## src/rtl/core/stbs_pkg.sv

```systemverilog
// ----------------------------------------------------------------------------
// stbs_pkg
// Types and constants shared by the sorted table search core.
// ----------------------------------------------------------------------------
`default_nettype none
package stbs_pkg;
   localparam int CAPACITY      = 64;
   localparam int PAYLOAD_WIDTH = 64;
   localparam int ADDR_W        = $clog2(CAPACITY);
   localparam int CNT_W         = ADDR_W + 1;
   localparam int ENTRY_W       = 3 * 64 + PAYLOAD_WIDTH;

   typedef enum logic [2:0] {
      KIND_LOOKUP = 3'd0,
      KIND_PUT    = 3'd1,
      KIND_DEL    = 3'd2,
      KIND_INS    = 3'd3,
      KIND_DELPOS = 3'd4
   } kind_type;

   typedef enum logic [1:0] {
      ST_OK    = 2'd0,
      ST_MISS  = 2'd1,
      ST_FULL  = 2'd2,
      ST_BADPOS = 2'd3
   } status_type;

   typedef enum logic [1:0] {
      CSR_LIMIT = 2'd0,
      CSR_WORDS = 2'd1,
      CSR_WIDE  = 2'd2
   } csr_type;

   typedef enum logic [2:0] {
      S_IDLE, S_RD, S_CMP, S_DECIDE, S_SHIFT_RD, S_SHIFT_WR, S_WRITE, S_OUT
   } state_type;

   typedef struct packed {
      logic [2:0]  kind;
      logic [63:0] key_a;
      logic [63:0] key_b;
      logic [63:0] key_c;
      logic [63:0] payload;
      logic [6:0]  position;
   } req_type;

   typedef struct packed {
      logic [1:0]  status;
      logic [6:0]  slot;
      logic [63:0] payload_out;
      logic [6:0]  entries_now;
   } rsp_type;

   typedef struct packed {
      logic [6:0] limit;
      logic [1:0] words;
      logic       wide;
   } cfg_type;

   function automatic logic [63:0] order_of(input logic [63:0] w, input logic wide);
      logic [63:0] v;
      v = wide ? w : {{32{w[31]}}, w[31:0]};
      return v ^ 64'h8000_0000_0000_0000;
   endfunction
endpackage
`default_nettype wire

```

## src/rtl/core/stbs_cmp.sv

```systemverilog
// ----------------------------------------------------------------------------
// stbs_cmp
// Lexicographic key compare of a stored entry against the request key.
// ----------------------------------------------------------------------------
`default_nettype none
module stbs_cmp
   import stbs_pkg::*;
(
   input  wire logic [63:0] ea,
   input  wire logic [63:0] eb,
   input  wire logic [63:0] ec,
   input  wire logic [63:0] ka,
   input  wire logic [63:0] kb,
   input  wire logic [63:0] kc,
   input  wire cfg_type     cfg,
   output logic             gt,
   output logic             eq
);
   logic [63:0] oa, ob, oc, pa, pb, pc;
   logic        use_b, use_c;
   always_comb begin
      oa = order_of(ea, cfg.wide);
      ob = order_of(eb, cfg.wide);
      oc = order_of(ec, cfg.wide);
      pa = order_of(ka, cfg.wide);
      pb = order_of(kb, cfg.wide);
      pc = order_of(kc, cfg.wide);
      use_b = cfg.words >= 2'd2;
      use_c = cfg.words == 2'd3;
      if (oa != pa) begin
         gt = oa > pa;
         eq = 1'b0;
      end else if (use_b && ob != pb) begin
         gt = ob > pb;
         eq = 1'b0;
      end else if (use_c && oc != pc) begin
         gt = oc > pc;
         eq = 1'b0;
      end else begin
         gt = 1'b0;
         eq = 1'b1;
      end
   end
endmodule
`default_nettype wire

```

## config.mk

```make
export PLATFORM = sky130hd
export DESIGN_NAME = stbs_cmp
export DESIGN_NICKNAME = d
export VERILOG_FILES = /design/src/rtl/core/stbs_pkg.sv /design/src/rtl/core/stbs_cmp.sv
export SDC_FILE = /design/constraint.sdc
export NUM_CORES = 1
export LEC_CHECK = 0
export ABC_AREA = 1
export BUFFER_PORTS_ARGS = -buffer_cell sky130_fd_sc_hd__buf_4
export CAP_MARGIN = 5
export CORE_AREA = 2 2 153 155
export DETAILED_ROUTE_END_ITERATION = 8
export DIE_AREA = 0 0 155 157
export PLACE_DENSITY = 0.53
export SYNTH_ARGS = -nofsm -noshare
export SYNTH_HDL_FRONTEND = slang
export SYNTH_SLANG_ARGS = --single-unit
```

## constraint.sdc

```tcl
create_clock -name vclk -period 5.2
set_input_delay 0.26 -clock vclk [all_inputs]
set_output_delay 0.26 -clock vclk [all_outputs]
set_load 0.03 [all_outputs]
```

== Yosys cells after proc, flatten, opt, wreduce, memory -nomap -nowiden ==
Cells that the tools add are included.
Word-level totals
  register bits: 0
  bits of input ports: 394
  output and inout port bits: 2
  logic and storage cells: 28
Operators by class
  order comparisons: 4
  eq/ne operators: 4
  mux-type cells: 12
  bitwise logic cells: 6
  reductions and logical operators: 2
Operators by type and width (number)
  $mux 64: 6
  $gt 64x64->1: 3
  $ne 64x64->1: 3
  $mux 1: 6
  $not 1->1: 6
  $eq 2x2->1 const B: 1
  $ge 2x2->1 const B: 1
  $logic_and 1x1->1: 2

== Longest topological paths before layout ==
Gate-level depths: netlist of the first run.
  word-level depth: 7
  gate-level depth with buffers: 20
  depth with buffers taken out: 19

== Worst setup path before layout of the first run ==
Ideal clock, no wire load.
  path type: input port to output port
  from: in cfg[0] (netlist name)
  to: out eq
  data arrival time: 2.584 ns
  required time: 4.940 ns
  path slack: 2.356 ns
  stages on the path: 13
  buffers on the path: 3
  cells stage by stage: buf_2 -> clkbuf_1 -> clkbuf_1 -> a21oi_1 -> ha_1 -> nand2_1 -> nor2_2 -> nand2_1 -> nor2_2 -> nand2_2 -> o21bai_2 -> inv_1 -> nor4_2
On the way
  cells in the longest elaborated chain, start to end: 7
  elaborated cells between the ends (all ways): 20
  those cells by class: eq/ne (3); mux (9); bitwise (6); reduce/logical (2)
RTL lines
  from (decl): RTL line stbs_cmp.sv:15  | input wire cfg_type cfg,
  $mux 64: RTL line stbs_pkg.sv:62  | v = wide ? w : {{32{w[31]}}, w[31:0]};
  $not 1->1 (no line)
  $ne 64x64->1: RTL line stbs_cmp.sv:36  | end else if (use_c && oc != pc) begin
  $logic_and 1x1->1: RTL line stbs_cmp.sv:36
  $mux 1: RTL line stbs_cmp.sv:36
  $mux 1: RTL line stbs_cmp.sv:33  | end else if (use_b && ob != pb) begin
  $mux 1 (*): RTL line stbs_cmp.sv:30  | if (oa != pa) begin
  to (decl): RTL line stbs_cmp.sv:17  | output logic eq
Every way passes the cells marked *; elsewhere a longest branch is shown, timed or not.

== Worst setup path in the final report of the first run ==
Ends and elaborated chain as after synthesis.

==> results of run 1 <==
==> per-stage QoR <==
stage                     area (µm²)  util, %
after floorplan                 6297        -
after global placement          9475    42.11
after detailed placement        9475    42.11
after CTS                       9475    42.11
after global routing            9478    42.12
final                           9478    42.12
==> how the worst min path moves through the flow <==
stage / end / startpoint / slack, ns
detailed placement: eq / cfg[2] / 1.06
CTS: eq / cfg[2] / 1.06
global route: eq / cfg[2] / 1.08
finish: eq / cfg[2] / 1.06
global placement: eq / cfg[2] / 1.04
floorplan: eq / cfg[2] / 0.83
==> worst max-delay path: cells and delay by family <==
kind                     cells  cell delay (ns)
adder cells (fa/ha/maj)      1             0.37
buffers and inverters        3             0.73
AND/OR/NAND/NOR              6             2.08
==> where the power goes <==
part	total, mW	switching [mW]	internal, mW	leakage [nW]
Clock	0.0000000258	0	0.0000000258	0.00000634
Sequential	0	0	0	0
Combinational	0.784	0.379	0.405	5.73
Total	0.784	0.379	0.405	5.73
==> final cells by class <==
cell class,instances,area share [%]
tap,285,3.762
timing repair buffer,396,31.41
antenna,1,0.02640
inverter,141,5.584
multi-input combinational,903,59.22
==> synthesized netlist by cell type, drive strengths merged <==
cell	number
o21ai	25
nand4	20
or2	1
inv	140
clkinv	1
nand3	13
nand3b	1
a21oi	181
o21bai	5
a31oi	1
nor4	5
nand2	376
and2	1
a21boi	4
nor2	55
ha	192
clkbuf	25
buf	15
a21o	4
o21a	9
o211ai	1
and3	1
nor3	8
==> routing by layer <==
layer	track usage (%)	up-vias	wire (µm)
met5	0	-	0
met4	3.042	0	410
met3	3.552	18	1832
met2	36.91	269	12500
met1	21.15	3407	9761
li1	-	4298	-
==> logic make-up after synthesis <==
logic type      Yosys count  synth area share, %
fa+ha+maj               192                38.15
buf+inv                 181                10.99
simple gates            481                31.59
compound gates          230                19.27
==> run summary, run 1 <==
- run status: finished clean
- DIE HEIGHT: 157 µm
- Synth Cell Area: 6297 µm²
- cell accounting for the most synthesized area: sky130_fd_sc_hd__ha_1
- number of pins with negative max-slew slack in the final report: 0
- detailed-route vias per instance: 4.630
- Hold Violations, Final: 0
- length of the first detailed-routing pass in iterations: 5
- Worst Max-Slew Pin Slew: 1.051 ns
- number of max-capacitance violations reported: 0
- cell count after placement: 1725
- post-route antenna net violation count: 0
- number of buffers inserted by hold repair at cts: 0
- part of the cycle the worst path needs: 71.46%
- Total Die Area: 24340 µm²
- sequential standard cell area: 0 µm²
- most frequent cell on the critical path: sky130_fd_sc_hd__nand2_1
- ratio of cells with drive above 1 in the final layout: 29.58%
- post-route non-filler standard cell count: 1726
- Post-Synthesis Net Count: 1670
- leading cell type in the layout, fill and taps excluded: sky130_fd_sc_hd__buf_4
- Setup TNS: 0 ns
- global-route congestion overflow total: 0
- time the worst path needs with I/O delays and setup: 3.716 ns
- Worst Setup Slack post-DPL: 1.479 ns
- sequential share of the synthesized area: 0%
- Routed wire per std cell: 14.20 µm
- max frequency: 0.2691 GHz
- Cell Rows: 55
- Worst Path Arrival: 3.46 ns
- Iter 0 DRT Violations: 273
- critical path class: in2out
- cells resized by post-CTS repair: 0
- fraction of synthesized cell area taken by the top area cell type: 38.15%
- total wirelength of the detailed-routed design: 24500 µm
- maximum fanout along the worst path: 60
- mean instance size in the synthesized netlist: 5.809 µm²
- multi-input combinational cell area: 5613 µm²
- final-stage net count: 2028
- count of buffers inserted at the top-level ports: 389
- HPWL after detailed placement: 21660 µm
- launch point of the worst path: cfg[0]
- area growth from synthesis to layout: 50.51%
- sequence of cells on the critical path: buf_6, inv_1, nand2_1, nand2_1, ha_1, nand4_1, nor4_1, nand2_1, nor4_2, buf_4
- number of remaining DRC errors: 0
- GPL Wtd Cong: 0.8597
- setup violation total in the final timing report: 0
- Synth cell types: 34
- Hold/Removal Path Class: in2out
- Relative slew margins: 29.75%
- top cells by area in the synthesized netlist: sky130_fd_sc_hd__ha_1 38%, sky130_fd_sc_hd__nand2_1 22%, sky130_fd_sc_hd__a21oi_1 14%, sky130_fd_sc_hd__inv_1 8.0%, sky130_fd_sc_hd__nor2_1 2.7%
- Hold Path Stages: 4
- I/O pin count: 396
- Min Hold Slack: 1.062 ns
- number of global-route vias before repair: 7723
- post-CTS setup buffers: 0
- number of clock-tree buffers in the layout: 0
- global router's overall resource usage: 18.77%
- Die X: 155 µm
- Post-Syn Instances: 1084
- Critical Path Source Type: input port
- count of yosys warnings during synthesis: 0
- Fillers: 2507
- Largest stage delay, worst path: 0.80 ns
- slowest cell on the critical path: sky130_fd_sc_hd__nand2_1
- wire length of the first global-routing pass: 37230 µm
- total power draw: 0.7837 mW
- top library cells by usage in the layout, fill and taps aside: 395 x sky130_fd_sc_hd__buf_4, 375 x sky130_fd_sc_hd__nand2_1, 192 x sky130_fd_sc_hd__ha_1, 181 x sky130_fd_sc_hd__a21oi_1, 134 x sky130_fd_sc_hd__inv_1
- CP endpoint kind: output pin
- sequential cell count: 0
- Std-Cell Core Area: 22500 µm²
- setup repair after global routing missed its margin: false
- Peak VDD IR: 0.02993 mV
- Leakage: 5.729 nW
- starting utilization of the core area: 27.98%
- number of antenna violations at the first check in global routing: 2
- slack of the critical path: 1.484 ns
- pin count of the biggest net entering global routing: 73
- P per Cell Area: 82.69 nW/µm²
- Via Count: 7992
- required time reported for the critical path endpoint: 4.94 ns
- capturing element of the worst setup path: eq
(Power assumes the default switching activity.)
==> run 2: changes to the inputs <==
Clock period 5.2 ns to 3.85 ns, I/O delays scaled along.
==> run 2 against run 1 <==
  * Global-route usage fell by 0.16 points
  * Die area did not move
  * Worst hold slack got worse by 0.12 ns
  * Utilization rose by 0.17 points
  * Flip-flop and latch count did not move
  * Count of clock-buffer cells in the layout did not move
  * Largest cell class unchanged
==> run summary, run 2 (same netlist as run 1, synthesis figures left out) <==
- total wirelength of the detailed-routed design: 24260 µm
- sequential fraction of design power: 0%
- Worst Max-Slew Pin Slew: 0.5173 ns
- post-route antenna net violation count: 0
- max frequency: 0.3462 GHz
- Worst Setup Slack post-DPL: 0.9183 ns
- Total Die Area: 24340 µm²
- run status: finished clean
- length of the first detailed-routing pass in iterations: 4
- slack of the critical path: 0.9618 ns
- CP endpoint kind: output pin
- required time reported for the critical path endpoint: 3.66 ns
- top library cells by usage in the layout, fill and taps aside: 395 x sky130_fd_sc_hd__buf_4, 375 x sky130_fd_sc_hd__nand2_1, 192 x sky130_fd_sc_hd__ha_1, 181 x sky130_fd_sc_hd__a21oi_1, 134 x sky130_fd_sc_hd__inv_1
- Routed wire per std cell: 14.05 µm
- share of total power in combinational logic: 100.0%
- global-route congestion overflow total: 0
- critical path class: in2out
- Switch Pwr: 0.5101 mW
- Antenna Diode Count: 0
- wire length of the first global-routing pass: 36870 µm
- number of global-route vias before repair: 7618
- pin count of the biggest net entering global routing: 68
- post-route non-filler standard cell count: 1727
- count of buffer and inverter cells on the critical path: 3
- sequential standard cell area: 0 µm²
- I/O pin count: 396
- final-stage net count: 2030
- count of buffers inserted at the top-level ports: 389
- DIE HEIGHT: 157 µm
- number of antenna violations at the first check in global routing: 0
- detailed-route vias per instance: 4.624
- Min Hold Slack: 0.9393 ns
- Iter 0 DRT Violations: 280
- number of max-capacitance violations reported: 0
- relative contribution of the clock network to total power: 0%
- setup violation total in the final timing report: 0
- Critical Path Source Type: input port
- Worst Path Arrival: 2.70 ns
- number of pins with negative max-slew slack in the final report: 0
- number of clock-tree buffers in the layout: 0
- cell count after placement: 1727
- HPWL after detailed placement: 21560 µm
- time the worst path needs with I/O delays and setup: 2.888 ns
- setup repair after global routing missed its margin: false
- number of buffers inserted by hold repair at cts: 0
- Worst path top cell family by delay: simple AND/OR/NAND/NOR gates
- sequence of cells on the critical path: buf_6, buf_4, a21oi_1, ha_1, nand4_1, nor4_1, nand2_1, nor4_2, buf_4
- part of the cycle the worst path needs: 75.02%
- number of remaining DRC errors: 0
- Die X: 155 µm
- Peak VDD IR: 0.04466 mV
- internal power summed over all cells: 0.5491 mW
- Std-Cell Core Area: 22500 µm²
- CP Depth: 9
- ratio of cells with drive above 1 in the final layout: 29.68%
- most frequent cell on the critical path: sky130_fd_sc_hd__buf_4
- GPL Wtd Cong: 0.8280
- global router's overall resource usage: 18.61%
- Hold Violations, Final: 0
- Via Count: 7985
- Cell Rows: 55
- Hold/Removal Path Class: in2out
- fraction of power spent switching nets: 48.16%
- area growth from synthesis to layout: 51.10%
- Hold Path Stages: 4
- P per Cell Area: 111.3 nW/µm²
- maximum fanout along the worst path: 51
- sequential cell count: 0
- leading cell type in the layout, fill and taps excluded: sky130_fd_sc_hd__buf_4
- slowest cell on the critical path: sky130_fd_sc_hd__buf_4
- Largest stage delay, worst path: 0.46 ns
- post-CTS setup buffers: 0
- starting utilization of the core area: 27.98%
- cells resized by post-CTS repair: 0
- Relative slew margins: 65.51%
- Setup TNS: 0 ns
- Leakage: 5.746 nW
## run 2: cell types whose count changed in the layout (fill, tap and decap cells not counted), sizes merged
cell | previous run | this run
diode | 1 | 0
buf | 396 | 398
## run 2: path summary, 6_finish.rpt
kind              startpoint  endpoint  slack [ns]
setup / recovery      cfg[0]        eq        0.96
hold / removal        cfg[2]        eq        0.94
## run 2: area by class of cell
class	instances	area (µm²)
Timing Repair Buffer	398	3017
Tap cell	285	356.6
Multi-Input combinational cell	903	5613
Inverter	141	529.3
Fill cell	2451	12990
## run 2: tightest hold or removal path, stage by stage
cell and delay, ns:
sky130_fd_sc_hd__buf_4 0.11, sky130_fd_sc_hd__a21boi_1 0.23, sky130_fd_sc_hd__nor4_2 0.05, sky130_fd_sc_hd__buf_4 0.16
## run 2: power groups by stage
stage                     logic (mW)  registers [mW]  clock network (mW)
after global placement          1.06               0                   0
after CTS                       1.08               0                   0
after detailed placement        1.07               0                   0
after floorplan                0.601               0                   0
after global routing            1.23               0                   0
final                           1.06               0                   0
## run 2: per-layer routing
layer | share of wire (%) | GRT usage (%) | wire length [µm]
met5 | 0 | 0 | 0
met4 | 0.79 | 1.102 | 192
met3 | 7.7 | 3.387 | 1868
met2 | 52 | 37.78 | 12660
met1 | 39 | 20.83 | 9538
## run 2: metrics by stage
step	cell area [µm²]	power, mW	util [%]
after global routing	9515	1.226	42.29
after detailed placement	9515	1.070	42.29
final	9515	1.059	42.29
after CTS	9515	1.077	42.29
after floorplan	6297	0.6009	-
after global placement	9515	1.060	42.29
