==> config.mk <==
export PLATFORM = sky130hd
export DESIGN_NAME = stbs_ram
export DESIGN_NICKNAME = d
export VERILOG_FILES = /design/src/rtl/core/stbs_ram.sv
export SDC_FILE = /design/constraint.sdc
export NUM_CORES = 1
export LEC_CHECK = 0
export ABC_AREA = 1
export BUFFER_PORTS_ARGS = -buffer_cell sky130_fd_sc_hd__buf_2
export CAP_MARGIN = 0
export CORE_ASPECT_RATIO = 0.75
export CORE_MARGIN = 5
export CORE_UTILIZATION = 61
export DETAILED_ROUTE_END_ITERATION = 8
export PLACE_DENSITY = 0.86
export SLEW_MARGIN = 20
export SYNTH_ARGS = -nofsm -noshare
export SYNTH_HDL_FRONTEND = slang
export SYNTH_SLANG_ARGS = --single-unit
==> constraint.sdc <==
create_clock -name clock -period 2.2 [get_ports clock]
set_clock_uncertainty 0.15 [all_clocks]
set_input_delay 0.33 -clock clock [delete_from_list [all_inputs] [get_ports clock]]
set_output_delay 0.33 -clock clock [all_outputs]
set_load 0.03 [all_outputs]
==> src/rtl/core/stbs_ram.sv <==
// ----------------------------------------------------------------------------
// stbs_ram
// Generic single-port-write, single-read RAM with registered read.
// ----------------------------------------------------------------------------
`default_nettype none
module stbs_ram #(
   parameter int WIDTH = 8,
   parameter int DEPTH = 16
) (
   input  wire logic                     clock,
   input  wire logic                     wr_en,
   input  wire logic [$clog2(DEPTH)-1:0] wr_addr,
   input  wire logic [WIDTH-1:0]         wr_data,
   input  wire logic [$clog2(DEPTH)-1:0] rd_addr,
   output logic      [WIDTH-1:0]         rd_data
);
   logic [WIDTH-1:0] mem [DEPTH];
   always_ff @(posedge clock) begin
      if (wr_en) begin
         mem[wr_addr] <= wr_data;
      end
      rd_data <= mem[rd_addr];
   end
endmodule
`default_nettype wire

# After elaboration in Yosys (flattened, before gate mapping)
# Memory sizes are Yosys's and may differ from the RTL's. A register that Yosys moved wholly into a read port is not among the register bits.
# Index checks and enable logic that the tools add are counted.
dict set report totals {
  register_bits 0
  ram_bits 128
  n_memories 1
}
# memory depth word_bits read_ports rd_clocked_by_memory_dff wr line_no
set memory_table {}
lappend memory_table {mem 16 8 1 1 1 17} ;# logic [WIDTH-1:0] mem [DEPTH];
dict set report classes {
  mux 2
}
# op n
set ops {}
lappend ops {{$mux 1} 2}

# Logic depth before layout (Yosys ltp)
# Gate-level depths: netlist (run 1).
dict set report depth {
  ltp_word 2
  ltp_mapped 8
}

# Worst setup path after synthesis (run 1)
# OpenSTA, ideal clock, no wires.
dict set report synth_path {
  path_kind {input to register}
  startpoint {input wr_addr[2]}
  endpoint {memory mem[10][0], enable pin}
  setup_ns 0.370
  arrival_time_ns 0.911
  required_ns 1.680
  slack_ns 0.769
  stages 2
  cell_sequence {nand3b_1 > nor2_1}
}
# element line_no
set synth_rtl {}
lappend synth_rtl {{start, declared} 12} ;# input wire logic [$clog2(DEPTH)-1:0] wr_addr,
lappend synth_rtl {{end, declared} 17}
# Straight into the memory's write port.

# Worst setup path in the final report (run 1)
dict set report layout_path {
  startpoint {register rd_data[6] (read register of mem)}
  endpoint {output rd_data[6]}
}
# element line_no
set layout_rtl {}
lappend layout_rtl {{start, declared} 15} ;# output logic [WIDTH-1:0] rd_data
# No word-level cell between the ends.

==> metrics.md, run 1 <==
| Metric | Value |
|---|---|
| Setup violators final | `0` |
| Inserted Clock Buffers | `17` |
| H-tree depth | `4` |
| RSZ-0062 raised after global routing | `no` |
| Combinational power share | `0.061` |
| Synth async-reset ratio | `0` |
| Total Power | `around 6.3 mW` |
| CTS Buffer Depth | `2` |
| Synth top area share | `0.667` |
| Crit path buf inv count | `1` |
| TritonRoute pass-1 iters | `5` |
| Total Routing Usage GR | `0.243` |
| Root buffer cell | `clkbuf_16` |
| Worst endpoint required time | `roughly 1700 ps` |
| Row Count | `30` |
| Vias in the first global route | `approximately 3,900` |
| Final Max Tran Viols | `0` |
| Worst slack, placed | `532 ps` |
| GR Util met1 | `0.334` |
| Worst setup margin | `728 ps` |
| Reg area | `around 4000 um^2` |
| Vias | `3,987` |
| Status | `completed` |
| Antenna-violating nets left | `0` |
| DP Cell Count | `approximately 700` |
| Net Sw Frac | `0.204` |
| CORE AREA | `9120 um^2` |
| Postcts setup bufs | `0` |
| Hold Violations, Final | `0` |
| Antenna diodes | `0` |
| Final Cycle Share | `0.669` |
| Sequential area share after synthesis | `0.694` |
| Hold Path Class | `in -> reg` |
| DR WL/cell | `roughly 18 um` |
| Hold_ws | `approximately 150 ps` |
| Worst skew pair latency | `around 420 ps` |
| Top-count cell post-synth | `nand2_1` |
| CP delay by family, top | `flip-flops` |
| Sw power | `1.27 mW` |
| Flop2flop setup slack | `approximately 1000 ps` |
| Io pins | `26` |
| Synth Flop Type | `edfxtp_1` |
| Clock power frac | `0.472` |
| Slowest stage delay, CP | `between 300 and 400 ps` |
| TritonCTS clock tree | `done` |
| Layout cell share with drive strength beyond 1 | `0.132` |
| Net Count, Synth | `about 570` |
| PwrDens | `932 nW/um^2` |
| Routability Congestion | `about 0.95` |
| Final non-filler cell total | `between 700 and 800` |
| Area occupied by multi-input gates | `between 1000 and 1500 um^2` |
| Detail Placement HPWL | `8240 um` |
| Crit. End Element | `output pin` |
| Mapped Cells | `551` |
| Maximum vdd drop | `0.969 mV` |
| Met2 Use GR | `0.365` |
| Synth Cell Area | `approximately 5800 um^2` |
| Drt via density | `5.42` |
| Minimum clock period | `between 1000 and 1500 ps` |
| Synthesis-to-layout area growth | `16.5%` |
| EDFF count, synth | `approximately 130` |
| #FFs+latches synth | `136` |
| Met3 global-route usage | `0.0819` |
| First-pass GRT wire length | `a little over 20,000 um` |
| Cell accounting for the most synthesized area | `edfxtp_1` |
| Synth warn | `0` |
| Critical path fanouts, max | `1` |
| Reg power frac | `0.466` |
| Slowest CP cell | `dfxtp_1` |
| Count of cell types in the netlist | `12` |
| Internal power | `roughly 5.0 mW` |
| Top post-synthesis cells by area | `edfxtp_1 67%, nand2_1 11%, nand3_1 8.4%, inv_1 6.5%, dfxtp_1 2.8%` |
| Die Y | `around 94 um` |
| CTS Hold Bufs | `0` |
| Filler cells | `587` |
| Largest net degree at the start of global routing | `65` |
| DRC Markers | `0` |
| Arr. time, crit path | `990 ps` |
| Starting Density | `0.632` |
| Post-cts sizing count | `0` |
| Slew margin rel. | `0.733` |
| DIE AREA | `between 10,000 and 15,000 um^2` |
| Worst Setup Start Kind | `register` |
| Busiest grt layer | `met2` |
| WS Path Type | `reg -> out` |
| Grt total ovfl | `0` |
| Least-Margin Pin Slew | `400 ps` |
| Peak Freq | `between 0.6 and 0.7 GHz` |
| Leak pwr | `~3.0 nW` |
| Drt total wl | `about 13,000 um` |
| Clock sinks | `~140` |
| Nets | `about 600` |
| Setup TNS | `0 ps` |
| Syn avg cell area | `between 10 and 15 um^2` |
| # Max-Cap Violations | `0` |
| Antenna violations before repair | `0` |
| Initial DRC count | `a little over 700` |
| IO buf count | `25` |
| Crit-path cells | `buf_2` |
| Clk slew on worst S/H paths | `approximately 50 ps` |
| Die width | `approximately 120 um` |
| Commonest cells post-synth | `173 x nand2_1, 128 x edfxtp_1, 100 x inv_1` |
per-layer routing:
| metal | vias up | share of wire |
|---|---|---|
| li1 | 1864 | - |
| met1 | 1849 | 0.40 |
| met2 | 243 | 0.47 |
| met3 | 31 | 0.12 |
| met4 | 0 | 0.021 |
| met5 | - | 0 |
power groups by stage:
stage | registers [mW] | clock network, mW | logic, mW
2_1_floorplan | 3.00 | 0 | 0.204
3_3_place_gp | 2.97 | 0 | 0.364
3_5_place_dp | 2.97 | 0 | 0.376
4_1_cts | 2.92 | 2.98 | 0.382
5_1_grt | 2.92 | 3.11 | 0.423
6_report | 2.92 | 2.96 | 0.384
cell usage in the layout, fill, tap and decap left out, drive strengths merged, types with 2 or more instances in the layout:
cell type    n
buf         49
bufinv       4
clkbuf      23
clkinv       4
dfxtp        8
edfxtp     128
inv        102
nand2      173
nand3       97
nand3b       2
nor2        17
registers in the layout, indices dropped and copies added (netlist names):
signal   count
mem        128
rd_data      8
worst paths after layout:
check | startpoint | end | cells past startpoint
hold reg to reg | mem[2][6]$_DFFE_PP_ | rd_data[6]$_DFF_P_ | 6
setup / recovery | rd_data[6]$_DFF_P_ | rd_data[6] | 1
hold / removal | wr_data[4] | mem[8][4]$_DFFE_PP_ | 1
setup reg to reg | mem[7][1]$_DFFE_PP_ | rd_data[1]$_DFF_P_ | 6
logic make-up after synthesis:
logic type | share of synthesized area
AND/OR/NAND/NOR | 0.210
flip-flops | 0.694
buffers and inverters | 0.0952
per-stage QoR:
| stage | util | area [um^2] |
|---|---|---|
| after floorplan | - | 5770 |
| after global placement | 0.668 | 6090 |
| after detailed placement | 0.668 | 6090 |
| after CTS | 0.736 | 6720 |
| after global routing | 0.736 | 6720 |
| final | 0.736 | 6720 |
area by class of cell:
type                            instances  share of cell area
Multi-Input combinational cell        289               0.181
Inverter                              102              0.0570
Timing Repair Buffer                   49              0.0492
Clock inverter                          9              0.0220
Sequential cell                       136               0.596
Clock buffer                           23              0.0712
Tap cell                              128              0.0238
Note: power is estimated with default switching activity, not from simulation.
==> run 2: changes to the inputs <==
--- a/config.mk
+++ b/config.mk
@@ -10,9 +10,9 @@
 export CAP_MARGIN = 0
 export CORE_ASPECT_RATIO = 0.75
 export CORE_MARGIN = 5
-export CORE_UTILIZATION = 61
+export CORE_UTILIZATION = 55
 export DETAILED_ROUTE_END_ITERATION = 8
-export PLACE_DENSITY = 0.86
+export PLACE_DENSITY = 0.82
 export SLEW_MARGIN = 20
 export SYNTH_ARGS = -nofsm -noshare
 export SYNTH_HDL_FRONTEND = slang
==> constraint.sdc (replaced) <==
create_clock -name clock -period 1.3 [get_ports clock]
set_clock_uncertainty 0.15 [all_clocks]
set_input_delay 0.195 -clock clock [delete_from_list [all_inputs] [get_ports clock]]
set_output_delay 0.195 -clock clock [all_outputs]
set_load 0.03 [all_outputs]
==> run 2 against run 1 <==
Compared with the run above:
- setup slack worse by 710 ps
- global-route usage shrank 1.6 points
- combinational power is 80% higher
==> metrics.md, run 2 (synthesized netlist as in run 1, its figures left out) <==
| Metric | Value |
|---|---|
| # Max-Cap Violations | `0 (unchanged)` |
| Area occupied by multi-input gates | `1210 um^2 (unchanged)` |
| Commonest non-fill, non-tap cell in the layout | `nand2_1 (unchanged)` |
| Busiest grt layer | `met2 (unchanged)` |
| Clock sinks | `136 (unchanged)` |
| Worst skew pair latency | `420 ps (about the same)` |
| Drt via density | `5.32 (was 5.42)` |
| Worst slack, placed | `-101 ps (was 532 ps)` |
| Slowest CP cell | `dfxtp_1 (unchanged)` |
| GR Util met1 | `0.323 (was 0.334)` |
| PwrDens | `1540 nW/um^2 (was 932 nW/um^2)` |
| Largest net degree at the start of global routing | `65 (unchanged)` |
| Die width | `128 um (was 122 um)` |
| Antenna diodes | `0 (unchanged)` |
| WS Path Type | `reg -> out (unchanged)` |
| Crit-path cells | `clkbuf_4 (was buf_2)` |
| Worst Setup Start Kind | `register (unchanged)` |
| Reg area | `4000 um^2 (unchanged)` |
| TritonCTS clock tree | `done (unchanged)` |
| Setup violators final | `0 (unchanged)` |
| DR WL/cell | `17.9 um (was 17.5 um)` |
| Met3 global-route usage | `0.0607 (was 0.0819)` |
| Synthesis-to-layout area growth | `17.5% (was 16.5%)` |
| Largest registers | `mem x128, rd_data x8 (unchanged)` |
| Fin area | `6780 um^2 (was 6720 um^2)` |
| Setup TNS | `0 ps (unchanged)` |
| Leak pwr | `2.97 nW (was 2.96 nW)` |
| Hold Violations, Final | `0 (unchanged)` |
| Reg with most FFs | `mem (unchanged)` |
| DP Cell Count | `715 (was 704)` |
| Grt total ovfl | `0 (unchanged)` |
| Crit. End Element | `output pin (unchanged)` |
| RSZ-0062 raised after global routing | `no (unchanged)` |
| Final non-filler cell total | `747 (was 736)` |
| Antenna-violating nets left | `0 (unchanged)` |
| Io pins | `26 (unchanged)` |
| Final Max Tran Viols | `0 (unchanged)` |
| Max reg flops | `128 (unchanged)` |
| Starting Density | `0.563 (was 0.632)` |
| Vias | `3,974 (was 3,987)` |
| Crit path buf inv count | `1 (unchanged)` |
| Nets | `616 (was 613)` |
| Detail Placement HPWL | `8300 um (was 8240 um)` |
| Maximum vdd drop | `0.950 mV (was 0.969 mV)` |
| Peak Freq | `0.780 GHz` |
| Hold_ws | `38.6 ps (was 149 ps)` |
| Vias in the first global route | `3,943 (was 3,851)` |
| Most frequent cells in the layout | `173 x nand2_1, 128 x edfxtp_1, 100 x inv_1, 97 x nand3_1, 25 x buf_4 (was 173 x nand2_1, 128 x edfxtp_1, 100 x inv_1, 97 x nand3_1, 25 x buf_2)` |
| Arr. time, crit path | `940 ps (was 990 ps)` |
| CTS Buffer Depth | `2 (unchanged)` |
| CORE AREA | `10,200 um^2 (was 9120 um^2)` |
| TritonRoute pass-1 iters | `6 (was 5)` |
| CP delay by family, top | `flip-flops (unchanged)` |
| Root buffer cell | `clkbuf_16 (unchanged)` |
| Die Y | `98.7 um (was 94.2 um)` |
| Total Routing Usage GR | `0.227 (was 0.243)` |
| Hold Path Class | `in -> reg (unchanged)` |
| Minimum clock period | `1280 ps` |
| Routability Congestion | `0.834 (was 0.951)` |
| Initial DRC count | `650 (was 712)` |
| DRC Markers | `0 (unchanged)` |
| Inserted Clock Buffers | `17 (unchanged)` |
| First-pass GRT wire length | `21,500 um (was 20,200 um)` |
| Drt total wl | `13,400 um (was 12,900 um)` |
| Met2 Use GR | `0.342 (was 0.365)` |
| Post-DP Area | `6160 um^2 (was 6090 um^2)` |
| Flop2flop setup slack | `90 ps (was 1040 ps)` |
| Critical path fanouts, max | `1 (unchanged)` |
| DIE AREA | `12,700 um^2 (was 11,500 um^2)` |
| Row Count | `32 (was 30)` |
| Worst endpoint required time | `950 ps (was 1720 ps)` |
| IO buf count | `25 (unchanged)` |
| Slowest stage delay, CP | `330 ps (was 360 ps)` |
| Clk slew on worst S/H paths | `50 ps (about the same)` |
| Filler cells | `775 (was 587)` |
| Antenna violations before repair | `0 (unchanged)` |
| Layout cell share with drive strength beyond 1 | `0.133 (was 0.132)` |
| Slew margin rel. | `0.748 (was 0.733)` |
| H-tree depth | `4 (unchanged)` |
| Worst setup margin | `17.6 ps (was 728 ps)` |
| Final Cycle Share | `0.986` |
| Least-Margin Pin Slew | `378 ps (was 400 ps)` |
| Status | `completed (unchanged)` |
run 2: cell types whose count changed in the layout (fill, tap and decap cells not counted), moves of 3 or more:
| cell | delta |
|---|---|
| buf_12 | +3 |
| buf_2 | -5 |
| buf_4 | +3 |
| clkinv_1 | +3 |
run 2: power breakdown:
group	switching, mW	internal, mW
Sequential	0.0340	4.90
Combinational	0.478	0.216
Clock	1.68	3.13
Total	2.19	8.25
run 2: metal layers:
layer  vias up  wire (um)
li1       1867          -
met1      1887       5560
met2       194       6300
met3        26       1310
met4         0        217
met5         -          0
run 2: stage by stage:
step,power (mW),util
finish,10.4,0.661
global route,10.8,0.661
detailed placement,5.70,0.601
floorplan,5.42,-
CTS,10.5,0.660
global placement,5.67,0.601
run 2: layout make-up:
class / count / share of cell area
Timing Repair Buffer: 52 / 0.0600
Clock inverter: 10 / 0.0183
Clock buffer: 22 / 0.0700
Sequential cell: 136 / 0.591
Tap cell: 136 / 0.0251
Multi-Input combinational cell: 289 / 0.179
Inverter: 102 / 0.0565
run 2: what timing repair did:
item / 4_1_cts / 5_1_grt
buffers inserted: 0 / 0
gates resized for setup: 2 / 6
hold buffers: 0 / 0
cloned: 0 / 0
setup endpoints to repair: 2 / 4
run 2: final timing paths:
kind | cells past startpoint | startpoint | endpoint
max | 1 | rd_data[4]$_DFF_P_ | rd_data[4]
max reg2reg | 6 | mem[1][3]$_DFFE_PP_ | rd_data[3]$_DFF_P_
min | 1 | wr_data[2] | mem[0][2]$_DFFE_PP_
min reg2reg | 6 | mem[13][5]$_DFFE_PP_ | rd_data[5]$_DFF_P_
run 2: worst reg2reg max path: stages, from the launching register on:
cell	delay, ps
edfxtp_1	360
inv_1	90
nand2_1	60
nand3_1	80
nand3_1	130
nand3_1	150
nand2_1	70
==> run 3: changes to the inputs <==
==> constraint.sdc (replaced) <==
create_clock -name clock -period 1.3 [get_ports clock]
set_clock_uncertainty 0.15 [all_clocks]
set_input_delay 0.195 -clock clock [delete_from_list [all_inputs] [get_ports clock]]
set_output_delay 0.195 -clock clock [all_outputs]
set_load 0.1 [all_outputs]
==> run 3 against run 2 <==
Compared with the run above:
- the run now ends with setup timing left
- highest routed layer unchanged
- critical path type unchanged
- maximum frequency fell by 1.9%
- clock-buffer cell count decreased by 5
- worst hold slack got worse by 1.2 ps
- register-to-register slack better by 20 ps
- first-iteration DRC count down 16%
- via count increased by 1.4%
- critical path depth is the same
- largest power group is now the clock network
- sequential share of layout area is 1.1 points lower
==> metrics.md, run 3 (synthesized netlist as in run 1, its figures left out) <==
| Metric | Value |
|---|---|
| Antenna violations before repair | `0 (unchanged)` |
| Leak pwr | `3.02 nW (was 2.97 nW)` |
| TritonCTS clock tree | `done (unchanged)` |
| Total Routing Usage GR | `0.224 (was 0.227)` |
| Crit-path cells | `buf_12 (was clkbuf_4)` |
| IO buf count | `25 (unchanged)` |
| CORE AREA | `10,200 um^2 (unchanged)` |
| Crit path buf inv count | `1 (unchanged)` |
| Post-DP Area | `6280 um^2 (was 6160 um^2)` |
| Crit. End Element | `output pin (unchanged)` |
| Vias | `4,028 (was 3,974)` |
| Drt via density | `5.39 (was 5.32)` |
| Worst setup margin | `-7.72 ps (was 17.6 ps)` |
| DR WL/cell | `17.8 um (was 17.9 um)` |
| Starting Density | `0.563 (unchanged)` |
| Worst endpoint required time | `950 ps (about the same)` |
| DRC Markers | `0 (unchanged)` |
| Max reg flops | `128 (unchanged)` |
| Worst slack, placed | `-113 ps (was -101 ps)` |
| # Max-Cap Violations | `0 (unchanged)` |
| H-tree depth | `4 (unchanged)` |
| Layout cell share with drive strength beyond 1 | `0.154 (was 0.133)` |
| Vias in the first global route | `3,836 (was 3,943)` |
| Final Cycle Share | `1.01 (was 0.986)` |
| Arr. time, crit path | `960 ps (was 940 ps)` |
| Hold Violations, Final | `0 (unchanged)` |
| Flop2flop setup slack | `110 ps (was 90 ps)` |
| Clk slew on worst S/H paths | `60 ps (was 50 ps)` |
| Maximum vdd drop | `1.16 mV (was 0.950 mV)` |
| Routability Congestion | `0.865 (was 0.834)` |
| Critical path fanouts, max | `1 (unchanged)` |
| DIE AREA | `12,700 um^2 (unchanged)` |
| Slew margin rel. | `0.732 (was 0.748)` |
| Failing checks | `setup timing` |
| Commonest non-fill, non-tap cell in the layout | `nand2_1 (unchanged)` |
| Antenna diodes | `0 (unchanged)` |
| Grt total ovfl | `0 (unchanged)` |
| Nets | `617 (was 616)` |
| Largest net degree at the start of global routing | `65 (unchanged)` |
| CTS Buffer Depth | `2 (unchanged)` |
| PwrDens | `1570 nW/um^2 (was 1540 nW/um^2)` |
| Hold Path Class | `in -> reg (unchanged)` |
| Fin area | `6940 um^2 (was 6780 um^2)` |
| Detail Placement HPWL | `8270 um (was 8300 um)` |
| Initial DRC count | `548 (was 650)` |
| Antenna-violating nets left | `0 (unchanged)` |
| CP delay by family, top | `flip-flops (unchanged)` |
| Worst Setup Start Kind | `register (unchanged)` |
| Reg with most FFs | `mem (unchanged)` |
| Largest registers | `mem x128, rd_data x8 (unchanged)` |
| RSZ-0062 raised after global routing | `yes (was no)` |
| Die Y | `98.7 um (unchanged)` |
| Slowest stage delay, CP | `370 ps (was 330 ps)` |
| Status | `finished with violations (was completed)` |
| Peak Freq | `0.765 GHz (was 0.780 GHz)` |
| First-pass GRT wire length | `21,000 um (was 21,500 um)` |
| Die width | `128 um (unchanged)` |
| Inserted Clock Buffers | `17 (unchanged)` |
| Root buffer cell | `clkbuf_16 (unchanged)` |
| Clock sinks | `136 (unchanged)` |
| Drt total wl | `13,300 um (was 13,400 um)` |
| Least-Margin Pin Slew | `402 ps (was 378 ps)` |
| Setup violators final | `1 (was 0)` |
| WS Path Type | `reg -> out (unchanged)` |
| Slowest CP cell | `dfxtp_4 (was dfxtp_1)` |
| Io pins | `26 (unchanged)` |
| Minimum clock period | `1310 ps (was 1280 ps)` |
| Final Max Tran Viols | `0 (unchanged)` |
| Worst skew pair latency | `420 ps (about the same)` |
| Most frequent cells in the layout | `173 x nand2_1, 128 x edfxtp_1, 100 x inv_1, 97 x nand3_1, 22 x buf_4 (was 173 x nand2_1, 128 x edfxtp_1, 100 x inv_1, 97 x nand3_1, 25 x buf_4)` |
| TritonRoute pass-1 iters | `5 (was 6)` |
| Row Count | `32 (unchanged)` |
| Synthesis-to-layout area growth | `20.3% (was 17.5%)` |
## run 3: through the flow
step / setup TNS (ps) / hold slack (ps) / instances / power (mW) / util
CTS: -67.3 / 28.9 / 748 / 11.0 / 0.677
finish: -7.72 / 37.4 / 748 / 10.9 / 0.677
global placement: -284 / 415 / 715 / 5.93 / 0.613
detailed placement: -2070 / 420 / 715 / 5.95 / 0.613
floorplan: 0 / 144 / 551 / 5.57 / -
global route: -154 / 24.6 / 748 / 11.3 / 0.677
## run 3: power by group
group / switching [mW] / leakage (nW) / internal, mW / total, mW
sequential: 0.0519 / 1.23 / 4.91 / 4.96
clock: 1.81 / 0.295 / 3.21 / 5.02
combinational: 0.633 / 1.50 / 0.294 / 0.928
## run 3: metal layers
metal  global-route usage  vias up  wire length [um]
met3               0.0672       24              1200
met1                0.318     1896              5590
li1                     -     1872                 -
met4               0.0636        0               177
met2                0.338      236              6310
met5                    0        -                 0
## run 3: layout make-up
class / instances / area, um^2
sequential: 136 / 4020
fill: 744 / 3310
multi-input combinational: 289 / 1210
timing repair buffer: 53 / 520
clock buffer: 17 / 425
inverter: 102 / 383
clock inverter: 15 / 204
tap: 136 / 170
## run 3: repair_timing
| item | in CTS | in global routing |
|---|---|---|
| setup buffers | 0 | 0 |
| endpoints found under the hold margin | 1 | 0 |
| cloned | 0 | 0 |
| gates resized for setup | 11 | 0 |
| setup endpoints to repair | 8 | 7 |
| hold buffers | 1 | 0 |
## run 3: final timing paths
path	startpoint	end	cells after the start
setup / recovery	rd_data[1]$_DFF_P_	rd_data[1]	1
hold / removal	wr_data[2]	mem[8][2]$_DFFE_PP_	1
setup reg to reg	mem[1][0]$_DFFE_PP_	rd_data[0]$_DFF_P_	6
hold reg to reg	mem[14][4]$_DFFE_PP_	rd_data[4]$_DFF_P_	6
